File: src/hw/rtl/frvm_pkg.sv
// Package with opcode codes, sequencer states and helper types for the frame VM executor.
`timescale 1ns / 1ps
package frvm_pkg;

    typedef enum logic [4:0] {
        OP_ADD      = 5'd0,
        OP_ADDEBP   = 5'd1,
        OP_SUB      = 5'd2,
        OP_MUL      = 5'd3,
        OP_DIV      = 5'd4,
        OP_CONST    = 5'd5,
        OP_COPY     = 5'd6,
        OP_COPYRET  = 5'd7,
        OP_PRINT    = 5'd8,
        OP_JMP      = 5'd9,
        OP_JMPFALSE = 5'd10,
        OP_GT       = 5'd11,
        OP_LT       = 5'd12,
        OP_EQ       = 5'd13,
        OP_LOADIND  = 5'd14,
        OP_STOREIND = 5'd15,
        OP_AND      = 5'd16,
        OP_OR       = 5'd17,
        OP_CALL     = 5'd18,
        OP_RET      = 5'd19,
        OP_PUSHBASE = 5'd20,
        OP_PUSHVAR  = 5'd21,
        OP_POPBASE  = 5'd22,
        OP_BASESP   = 5'd23,
        OP_SPBASE   = 5'd24,
        OP_ADDSP    = 5'd25,
        OP_SETRET   = 5'd26
    } op_t;

    typedef enum logic [3:0] {
        ST_CLEAR,
        ST_IDLE,
        ST_RDX,
        ST_RDY,
        ST_RDA,
        ST_RDP,
        ST_WAITP,
        ST_EXEC,
        ST_DIVW,
        ST_WRITE,
        ST_OUT
    } state_t;

    typedef struct packed {
        logic start;
        logic [31:0] dividend;
        logic [31:0] divisor;
    } div_req_t;

    typedef struct packed {
        logic busy;
        logic done;
        logic [31:0] quotient;
    } div_rsp_t;

endpackage

File: src/hw/rtl/frvm_div.sv
// Iterative signed divider, one quotient bit per cycle.
`timescale 1ns / 1ps
module frvm_div
    import frvm_pkg::*;
(
    input  logic     clk,
    input  logic     rst_n,
    input  div_req_t req,
    output div_rsp_t rsp
);
    logic [5:0]  cnt_reg, cnt_next;
    logic        busy_reg, busy_next;
    logic        done_reg, done_next;
    logic        neg_reg, neg_next;
    logic [31:0] quo_reg, quo_next;
    logic [32:0] rem_reg, rem_next;
    logic [31:0] dvs_reg, dvs_next;
    logic [32:0] trial;

    always_comb
    begin
        cnt_next  = cnt_reg;
        busy_next = busy_reg;
        done_next = 1'b0;
        neg_next  = neg_reg;
        quo_next  = quo_reg;
        rem_next  = rem_reg;
        dvs_next  = dvs_reg;
        trial     = {rem_reg[31:0], quo_reg[31]} - {1'b0, dvs_reg};
        if (req.start)
        begin
            busy_next = 1'b1;
            cnt_next  = 6'd0;
            neg_next  = req.dividend[31] ^ req.divisor[31];
            quo_next  = req.dividend[31] ? -req.dividend : req.dividend;
            dvs_next  = req.divisor[31] ? -req.divisor : req.divisor;
            rem_next  = 33'd0;
        end
        else if (busy_reg)
        begin
            if (!trial[32])
            begin
                rem_next = trial;
                quo_next = {quo_reg[30:0], 1'b1};
            end
            else
            begin
                rem_next = {rem_reg[31:0], quo_reg[31]};
                quo_next = {quo_reg[30:0], 1'b0};
            end
            cnt_next = cnt_reg + 6'd1;
            if (cnt_reg == 6'd31)
            begin
                busy_next = 1'b0;
                done_next = 1'b1;
                if (neg_reg)
                begin
                    quo_next = -quo_next;
                end
            end
        end
    end

    always_ff @(posedge clk or negedge rst_n)
    begin
        if (!rst_n)
        begin
            busy_reg <= 1'b0;
            done_reg <= 1'b0;
            cnt_reg  <= 6'd0;
        end
        else
        begin
            busy_reg <= busy_next;
            done_reg <= done_next;
            cnt_reg  <= cnt_next;
        end
    end

    always_ff @(posedge clk)
    begin
        neg_reg <= neg_next;
        quo_reg <= quo_next;
        rem_reg <= rem_next;
        dvs_reg <= dvs_next;
    end

    assign rsp.busy     = busy_reg;
    assign rsp.done     = done_reg;
    assign rsp.quotient = quo_reg;
endmodule

File: config.mk
export PLATFORM = sky130hd
export DESIGN_NAME = frvm_div
export DESIGN_NICKNAME = d
export VERILOG_FILES = /design/src/hw/rtl/frvm_pkg.sv /design/src/hw/rtl/frvm_div.sv
export SDC_FILE = /design/constraint.sdc
export NUM_CORES = 1
export LEC_CHECK = 0
export ABC_AREA = 1
export ABC_CLOCK_PERIOD_IN_PS = 5500
export BUFFER_PORTS_ARGS = -buffer_cell sky130_fd_sc_hd__buf_2
export CAP_MARGIN = 0
export CORE_MARGIN = 2
export CORE_UTILIZATION = 30
export CTS_CLUSTER_SIZE = 8
export DETAILED_ROUTE_END_ITERATION = 6
export PLACE_DENSITY = 0.53
export REMOVE_ABC_BUFFERS = 1
export SYNTH_ARGS = -nofsm -noshare
export SYNTH_HDL_FRONTEND = slang
export SYNTH_SLANG_ARGS = --single-unit
File: constraint.sdc
create_clock -name clk -period 5.5 [get_ports clk]
set_clock_uncertainty 0.1 [all_clocks]
set_input_delay 0.55 -clock clk [delete_from_list [all_inputs] [get_ports clk]]
set_output_delay 0.55 -clock clk [all_outputs]
set_load 0.1 [all_outputs]
# Word level (Yosys, flattened, before mapping)
# Cells that the tools add are included.
# word_totals
ff_bits,105
input_bits,67
out_inout_bits,34
word_cells,34
# classes
add_sub_neg,5
n_eq_ne,1
n_mux,18
bitwise_logic,1
reduce_logical,1
# ops
cell,n
$mux 32,8
$neg 32->32,3
$sub 33x32->33,1
$mux 31,1
$mux 6,2
$mux 1,7
$add 6x1->6 const B,1
$eq 6x5->1 const B,1
$reduce_bool 2->1,1
$xor 1x1->1,1

# Logic depth before layout (Yosys ltp)
# Gate-level depths: netlist (run 1).
# logic_depth
word_depth,9
depth_mapped,28
ltp_nobuf,27

# Worst setup path before layout (run 1)
# Ideal clock, no wire load.
# synth_path
path_kind,reg2reg
start,register quo_reg[31]
end,register quo_reg[24] (data pin)
setup_ps,266
t_arrival_ps,4046
required_time_ps,5134
setup_slack_ps,1087
path_stages_with_launch,27
path_buffers,1
synth_period_minus_slack_ps,4413
cell_sequence,edfxtp_1 inv_1 ha_1 fa_1 inv_1 nand2_1 nand2_1 nand3_1 nand2_2 nand2_2 nand2_4 nand2_4 nand2_4 nand2_2 nand2_4 buf_2 ha_1 nand2_1 nor3_4 nand3_2 nor3_4 nand2_2 inv_2 nand3_1 o21ai_2 xor2_1 a21oi_1
# synth_between
elab_chain_cells,9
# synth_rtl
element,line,source
"start, declared",frvm_div.sv:15,"logic [31:0] quo_reg, quo_next;"
"start signal, assigned",frvm_div.sv:83,quo_reg <= quo_next;
$sub 33x32->33,frvm_div.sv:29,"trial = {rem_reg[31:0], quo_reg[31]} - {1'b0, dvs_reg};"
$mux 1,frvm_div.sv:41,if (!trial[32])
$mux 32,frvm_div.sv:39,else if (busy_reg)
$mux 32,frvm_div.sv:30,if (req.start)
$neg 32->32,frvm_div.sv:58,quo_next = -quo_next;
$mux 32,frvm_div.sv:56,if (neg_reg)
$mux 32,frvm_div.sv:52,if (cnt_reg == 6'd31)
$mux 32,frvm_div.sv:39,
$mux 32,frvm_div.sv:30,
named net quo_next[24],frvm_div.sv:15,
# The timed path passes the listed nets, and every way through them passes these cells. The select of a mux whose other input is x is not followed.
# A chain may end at the register's enable or synchronous reset.

# Worst setup path after layout (run 1)
# layout_path
start,register quo_reg[31]
end,register quo_reg[28] (data pin)
# Same word-level chain as after synthesis.

==> metrics.txt, run 1 <==
TritonRoute pass-1 iters=5; area fraction in compound gates after synthesis=between 10% and 20%; Mapped Cells=1192; post-DP HPWL=just under 20000 um; Critical R2R Capture=quo_reg[28]$_DFFE_PP_; placed insts=1647; fraction of layout cells with a size suffix above 1=between 10 and 15%; antenna cell count=0; Clock Tree Buf Depth=2; Worst-path clk slew=around 0.080 ns; worst-path maximum fanout=24; yosys warns=0; CP Class=register to register; worst-margin pin slew=slightly below 0.9 ns; fmax=0.244 GHz; die width=between 150 and 200 um; EDFF count, synth=65; Fin. Hold Viols=0; outcome=finished clean; Pwr per Cell Area=just under 400 nW/um2; flop2flop setup slack=between 1 and 1.5 ns; R2R depth=26; Avg Cell Area, Syn=7.12 um2; Routed WL=approximately 26000 um; commonest non-fill, non-tap cell in the layout=nand2_1; largest family of logic cells by synthesized area=simple AND/OR/NAND/NOR gates; sequential fraction of the synthesis area=roughly a third; worst setup margin=approximately 1.4 ns; Slew Limit Fails=0; simple-gate share of the synthesized area=between 30% and 40%; post-synthesis cell type count=between 60 and 70; CTS resizes=0; CP Buf/Inv Count=3; first-pass GRT wire length=just over 40000 um; I/O pin total=between 100 and 150; postcts setup bufs=0; Initial Util=30.5%; max-cap violations=0; Clock Sink Count=~110; H-tree depth=3; Post-CTS Hold Buffers=1; delay-heaviest family, CP=simple AND/OR/NAND/NOR gates; Routed Antenna Nets=0; Worst Hold Launch=req[0]; Placement Setup Slack=~1.4 ns; peak supply drop=approximately 190 uV; WL per Instance=15.3 um; hold depth=1; total CTS buffers=9; Critical-path top delay cell=fa_1; multiplexer area fraction after synthesis=0%; prevailing post-synth register cell=edfxtp_1; Final TNS setup=0 ns; num rows=61; Die ar.=29700 um2; Setup violations, final=0; largest net degree at the start of global routing=46; crit start category=register; initial antenna violation count=0; Port Buffer Count=100; commonest cells after routing, fill and taps aside=nand2_1, inv_1, nor2_1; clk root buf=clkbuf_16; Worst EP required=approximately 5.5 ns; worst-skew pair later-pin latency=between 0.3 and 0.4 ns; final worst path period need=around 4 ns; ys async rst share=7.62%; GR Util All Layers=17.5%; worst hold path type=input port to register; Synth Cell Area=approximately 8500 um2; via count=about 8000; # nets final=~1400; via-per-instance ratio=4.87; Final GP Congestion=0.897; Final period util=74.5%; synthesized flop and latch total=around 110; WP data arrival=4.11 ns; Crit. End Element=register; Adder-Cell Fraction of Synth Area=around 5.5%; Area Overhead vs Synth=14.0%; RSZ-0062 raised after global routing=false; Die Span Y=172 um; Slew headroom=around two fifths; vias in the first global route=around 7700; xor/xnor share of the synthesized area=5.47%; Hold Path End=dvs_reg[0]$_DFFE_PP_; Crit path largest cell delay=between 0.4 and 0.5 ns; CTS tree=done; worst r2r src=quo_reg[31]$_DFFE_PP_; Leak=between 4 and 5 nW; initial DRC count=roughly 400; total core area=about 28000 um2; total grt overflow=0; DR DRC count=0; Non-Filler Instances=about 1700
worst max path at each step:
| stage | cells after the start | start | slack (ns) | end |
|---|---|---|---|---|
| floorplan | 25 | quo_reg[31]$_DFFE_PP_ | 1.14 | quo_reg[24]$_DFFE_PP_ |
| global placement | 26 | quo_reg[31]$_DFFE_PP_ | 1.54 | quo_reg[28]$_DFFE_PP_ |
| detailed placement | 25 | quo_reg[31]$_DFFE_PP_ | 1.40 | quo_reg[24]$_DFFE_PP_ |
| CTS | 26 | quo_reg[31]$_DFFE_PP_ | 1.39 | quo_reg[28]$_DFFE_PP_ |
| global route | 26 | quo_reg[31]$_DFFE_PP_ | 1.02 | quo_reg[28]$_DFFE_PP_ |
| finish | 26 | quo_reg[31]$_DFFE_PP_ | 1.40 | quo_reg[28]$_DFFE_PP_ |
cell type report:
cell class	instances	area, um2
multi-input combinational	891	4920
clock buffer	10	229
sequential	105	2790
timing repair buffer	109	571
tap	378	473
inverter	165	619
fill	2998	18200
clock inverter	6	72.6
cell usage after synthesis (29+ instances only):
cell type    n  share of area [%]
a21oi_1     77                4.5
dfxtp_1     32                7.5
edfxtp_1    65                 23
ha_1        36                5.3
inv_1      151                6.7
nand2_1    268                 12
nand3_1     63                3.7
nor2_1     115                5.1
nor3_1      34                2.0
o21ai_0     65                3.8
o21ai_1     29                1.7
xor2_1      29                3.0
where the power goes:
part	total [mW]	leakage, nW	switching, mW	internal (mW)
logic	1.98	3.20	1.33	0.650
clock network	0.682	0.144	0.322	0.360
registers	1.14	1.04	0.129	1.01
per-layer routing:
metal | GRT usage (%) | wire length (um) | vias to the layer above
met2 | 30.7 | 12400 | 171
li1 | - | - | 4164
met5 | 0 | 0 | -
met3 | 2.54 | 1040 | 16
met4 | 3.65 | 330 | 0
met1 | 22.8 | 11800 | 3753
cell families (layout without fill, tap and decap cells):
logic type | after synthesis | after routing
adder cells (fa/ha/maj) | 37 | 37
AO/OA/AOI/OAI | 242 | 242
buffers and inverters | 196 | 290
XOR/XNOR | 53 | 53
flip-flops | 105 | 105
AND/OR/NAND/NOR | 559 | 559
worst reg2reg max path: cells and delay by family, from the launching register on:
kind / cells / cell delay, ns
simple gates: 18 / 2.03
compound gates: 2 / 0.27
fa+ha+maj: 3 / 0.89
flops: 1 / 0.35
buf+inv: 3 / 0.22
per-stage QoR:
| step | total power, mW | utilization (%) | hold slack (ns) | cell area (um2) |
|---|---|---|---|---|
| 2_1_floorplan | 2.66 | - | 0.154 | 8330 |
| 3_3_place_gp | 3.14 | 33.6 | 0.306 | 9370 |
| 3_5_place_dp | 3.14 | 33.6 | 0.310 | 9370 |
| 4_1_cts | 3.84 | 34.7 | 0.324 | 9680 |
| 5_1_grt | 4.11 | 34.7 | 0.316 | 9680 |
| 6_report | 3.81 | 34.7 | 0.315 | 9680 |
Note: power is estimated with default switching activity, not from simulation.
==> run 2, diff against run 1 <==
- ABC_AREA: 1 -> 0
- ABC_CLOCK_PERIOD_IN_PS: 5500 -> 4100
- clock period: 5.5 -> 4.1 ns (I/O delays scaled with it)
==> metrics.txt, run 2 <==
via-per-instance ratio=roughly 5.2; first-pass GRT wire length=about 36000 um; multiplexer area fraction after synthesis=less than 1%; initial DRC count=363; CTS tree=done; Avg Cell Area, Syn=between 8 and 9 um2; total CTS buffers=9; post-DP HPWL=about 16000 um; Port Buffer Count=100; commonest cells after routing, fill and taps aside=nand2_1, buf_2, nor2_1; prevailing post-synth register cell=edfxtp_1; largest net degree at the start of global routing=just under 60; CP Class=register to register; GR Util All Layers=between 10% and 20%; Clock Tree Buf Depth=2; fmax=0.263 GHz; Routed Antenna Nets=0; initial antenna violation count=0; xor/xnor share of the synthesized area=10.7%; total core area=26700 um2; Pwr per Cell Area=540 nW/um2; commonest non-fill, non-tap cell in the layout=nand2_1; synthesized flop and latch total=approximately 110; TritonRoute pass-1 iters=5; ys async rst share=between 7 and 8%; EDFF count, synth=65; Slew headroom=30.8%; clk root buf=clkbuf_16; WL per Instance=between 15 and 20 um; largest family of logic cells by synthesized area=simple AND/OR/NAND/NOR gates; sequential fraction of the synthesis area=around a third; num rows=60; DR DRC count=0; count leader, synth=nand2_1; fraction of layout cells with a size suffix above 1=approximately a fifth; Mapped Cells=960; Critical-path top delay cell=edfxtp_1; Leak=around 3.9 nW; Clock Sink Count=between 100 and 150; peak supply drop=about 310 uV; area fraction in compound gates after synthesis=21.3%; I/O pin total=between 100 and 150; final worst path period need=3.81 ns; worst-path maximum fanout=6; Adder-Cell Fraction of Synth Area=between 5 and 6%; antenna cell count=0; crit start category=register; top cells by area, synth=edfxtp_1, xnor2_1, dfxtp_1; simple-gate share of the synthesized area=~22%; Initial Util=between 30% and 40%; Worst-path clk slew=0.08 ns; outcome=finished clean; Crit. End Element=register; worst hold path type=input port to register; final core occ=36.4%; Worst EP required=between 4 and 5 ns; delay-heaviest family, CP=simple AND/OR/NAND/NOR gates; Die Span Y=between 150 and 200 um; # nets final=about 1200; Critical Path, Cell by Cell=inv_1, ha_1, buf_4, and4_1, and3_1, a32o_2, o31ai_4, and3_4, nor2_2, inv_1, ha_1, nand2_1, or3_4, nor2_4, and2_4, a41oi_1, xnor2_1, o21ai_0; max-cap violations=0; Final period util=92.9%; Final GP Congestion=about 0.82; Seq. cell area=roughly 2800 um2; die width=between 150 and 200 um; worst-skew pair later-pin latency=roughly 0.37 ns; multi-input combinational cell area=roughly 5000 um2; H-tree depth=3; number of fill cells=approximately 2800; worst-margin pin slew=1.03 ns; Fin. Hold Viols=0; total grt overflow=0; Crit path largest cell delay=0.37 ns; via count=7416; largest area contributor in the netlist=edfxtp_1; share of the synthesized area in the top cell type=about a quarter; post-synthesis cell type count=69; Synth Cell Area=about 8100 um2; vias in the first global route=between 7000 and 8000; yosys warns=0; Setup violations, final=0; Die ar.=around 28000 um2; WP data arrival=~3.8 ns; Slew Limit Fails=0; Routed WL=between 20000 and 25000 um; Commonest cells post-synth=nand2_1, nor2_1, xnor2_1, edfxtp_1, a21oi_1; Final TNS setup=0 ns; Area Overhead vs Synth=20.4%; WHS=roughly 0.18 ns; CP Buf/Inv Count=3
==> run 2: logic make-up after synthesis <==
kind of cell               count (synthesis)
DFF                                      105
adders and majority gates                 37
muxes                                      2
xor gates and xnor gates                  99
AOI/OAI and AO/OA                        247
buffers and inverters                    104
and+or+nand+nor                          366
==> run 2: final timing paths <==
| path | startpoint | cells after the start | to | slack, ns |
|---|---|---|---|---|
| worst max-delay path | dvs_reg[21]$_DFFE_PP_ | 18 | quo_reg[26]$_DFFE_PP_ | 0.29 |
| worst min-delay path | req[0] | 1 | dvs_reg[0]$_DFFE_PP_ | 0.18 |
| worst max register to register | dvs_reg[21]$_DFFE_PP_ | 18 | quo_reg[26]$_DFFE_PP_ | 0.29 |
| worst min register to register | rem_reg[5]$_SDFFE_PP0P_ | 2 | rem_reg[6]$_SDFFE_PP0P_ | 0.40 |
| max in group asynchronous | rst_n | 2 | busy_reg$_DFF_PN0_ | 3.35 |
| min in group asynchronous | rst_n | 2 | cnt_reg[3]$_DFFE_PN0P_ | 0.35 |
==> run 2: final cells by class <==
type                       count  share of cell area, %
clock buffer                   9                   2.32
clock inverter                 7                   1.03
inverter                      54                   2.08
multi-input combinational    751                   51.1
sequential                   105                   28.7
tap                          341                   4.39
timing repair buffer         166                   10.3
==> run 2: routing by layer <==
metal  up-vias  global-route usage (%)  wire length [um]
li1       3768                       -                 -
met1      3485                    20.9             10800
met2       141                    27.0             10500
met3        22                    1.90               673
met4         0                    5.36               445
met5         -                       0                 0
==> run 2: worst reg2reg max path, stage by stage (launching register included) <==
cell and delay (ns):
edfxtp_1 0.37, inv_1 0.06, ha_1 0.25, buf_4 0.16, and4_1 0.18, and3_1 0.21, a32o_2 0.26, o31ai_4 0.30
and3_4 0.24, nor2_2 0.05, inv_1 0.07, ha_1 0.16, nand2_1 0.07, or3_4 0.36, nor2_4 0.11, and2_4 0.19
a41oi_1 0.12, xnor2_1 0.18, o21ai_0 0.09
==> run 2: where the power goes <==
group | leakage [nW] | switching [mW] | total, mW | internal (mW)
clock network | 0.160 | 0.439 | 0.981 | 0.542
logic | 2.72 | 1.67 | 2.75 | 1.08
registers | 1.03 | 0.167 | 1.52 | 1.35
==> run 2: timing repair <==
action	4_1_cts	5_1_grt
pin swaps	0	6
setup buffers	0	4
hold endpoints to repair	8	0
setup endpoints to repair	6	13
hold buffers	1	0
resized for setup	4	15
==> run 2: stage by stage <==
stage	total power, mW	worst slack (ns)	cell area [um2]	instances
floorplan	3.33	-1.88	7880	910
global placement	4.21	-0.137	9280	1412
detailed placement	4.21	-0.184	9280	1412
CTS	5.22	0.00325	9620	1429
global route	5.64	-0.00213	9720	1433
finish	5.25	0.293	9720	1433
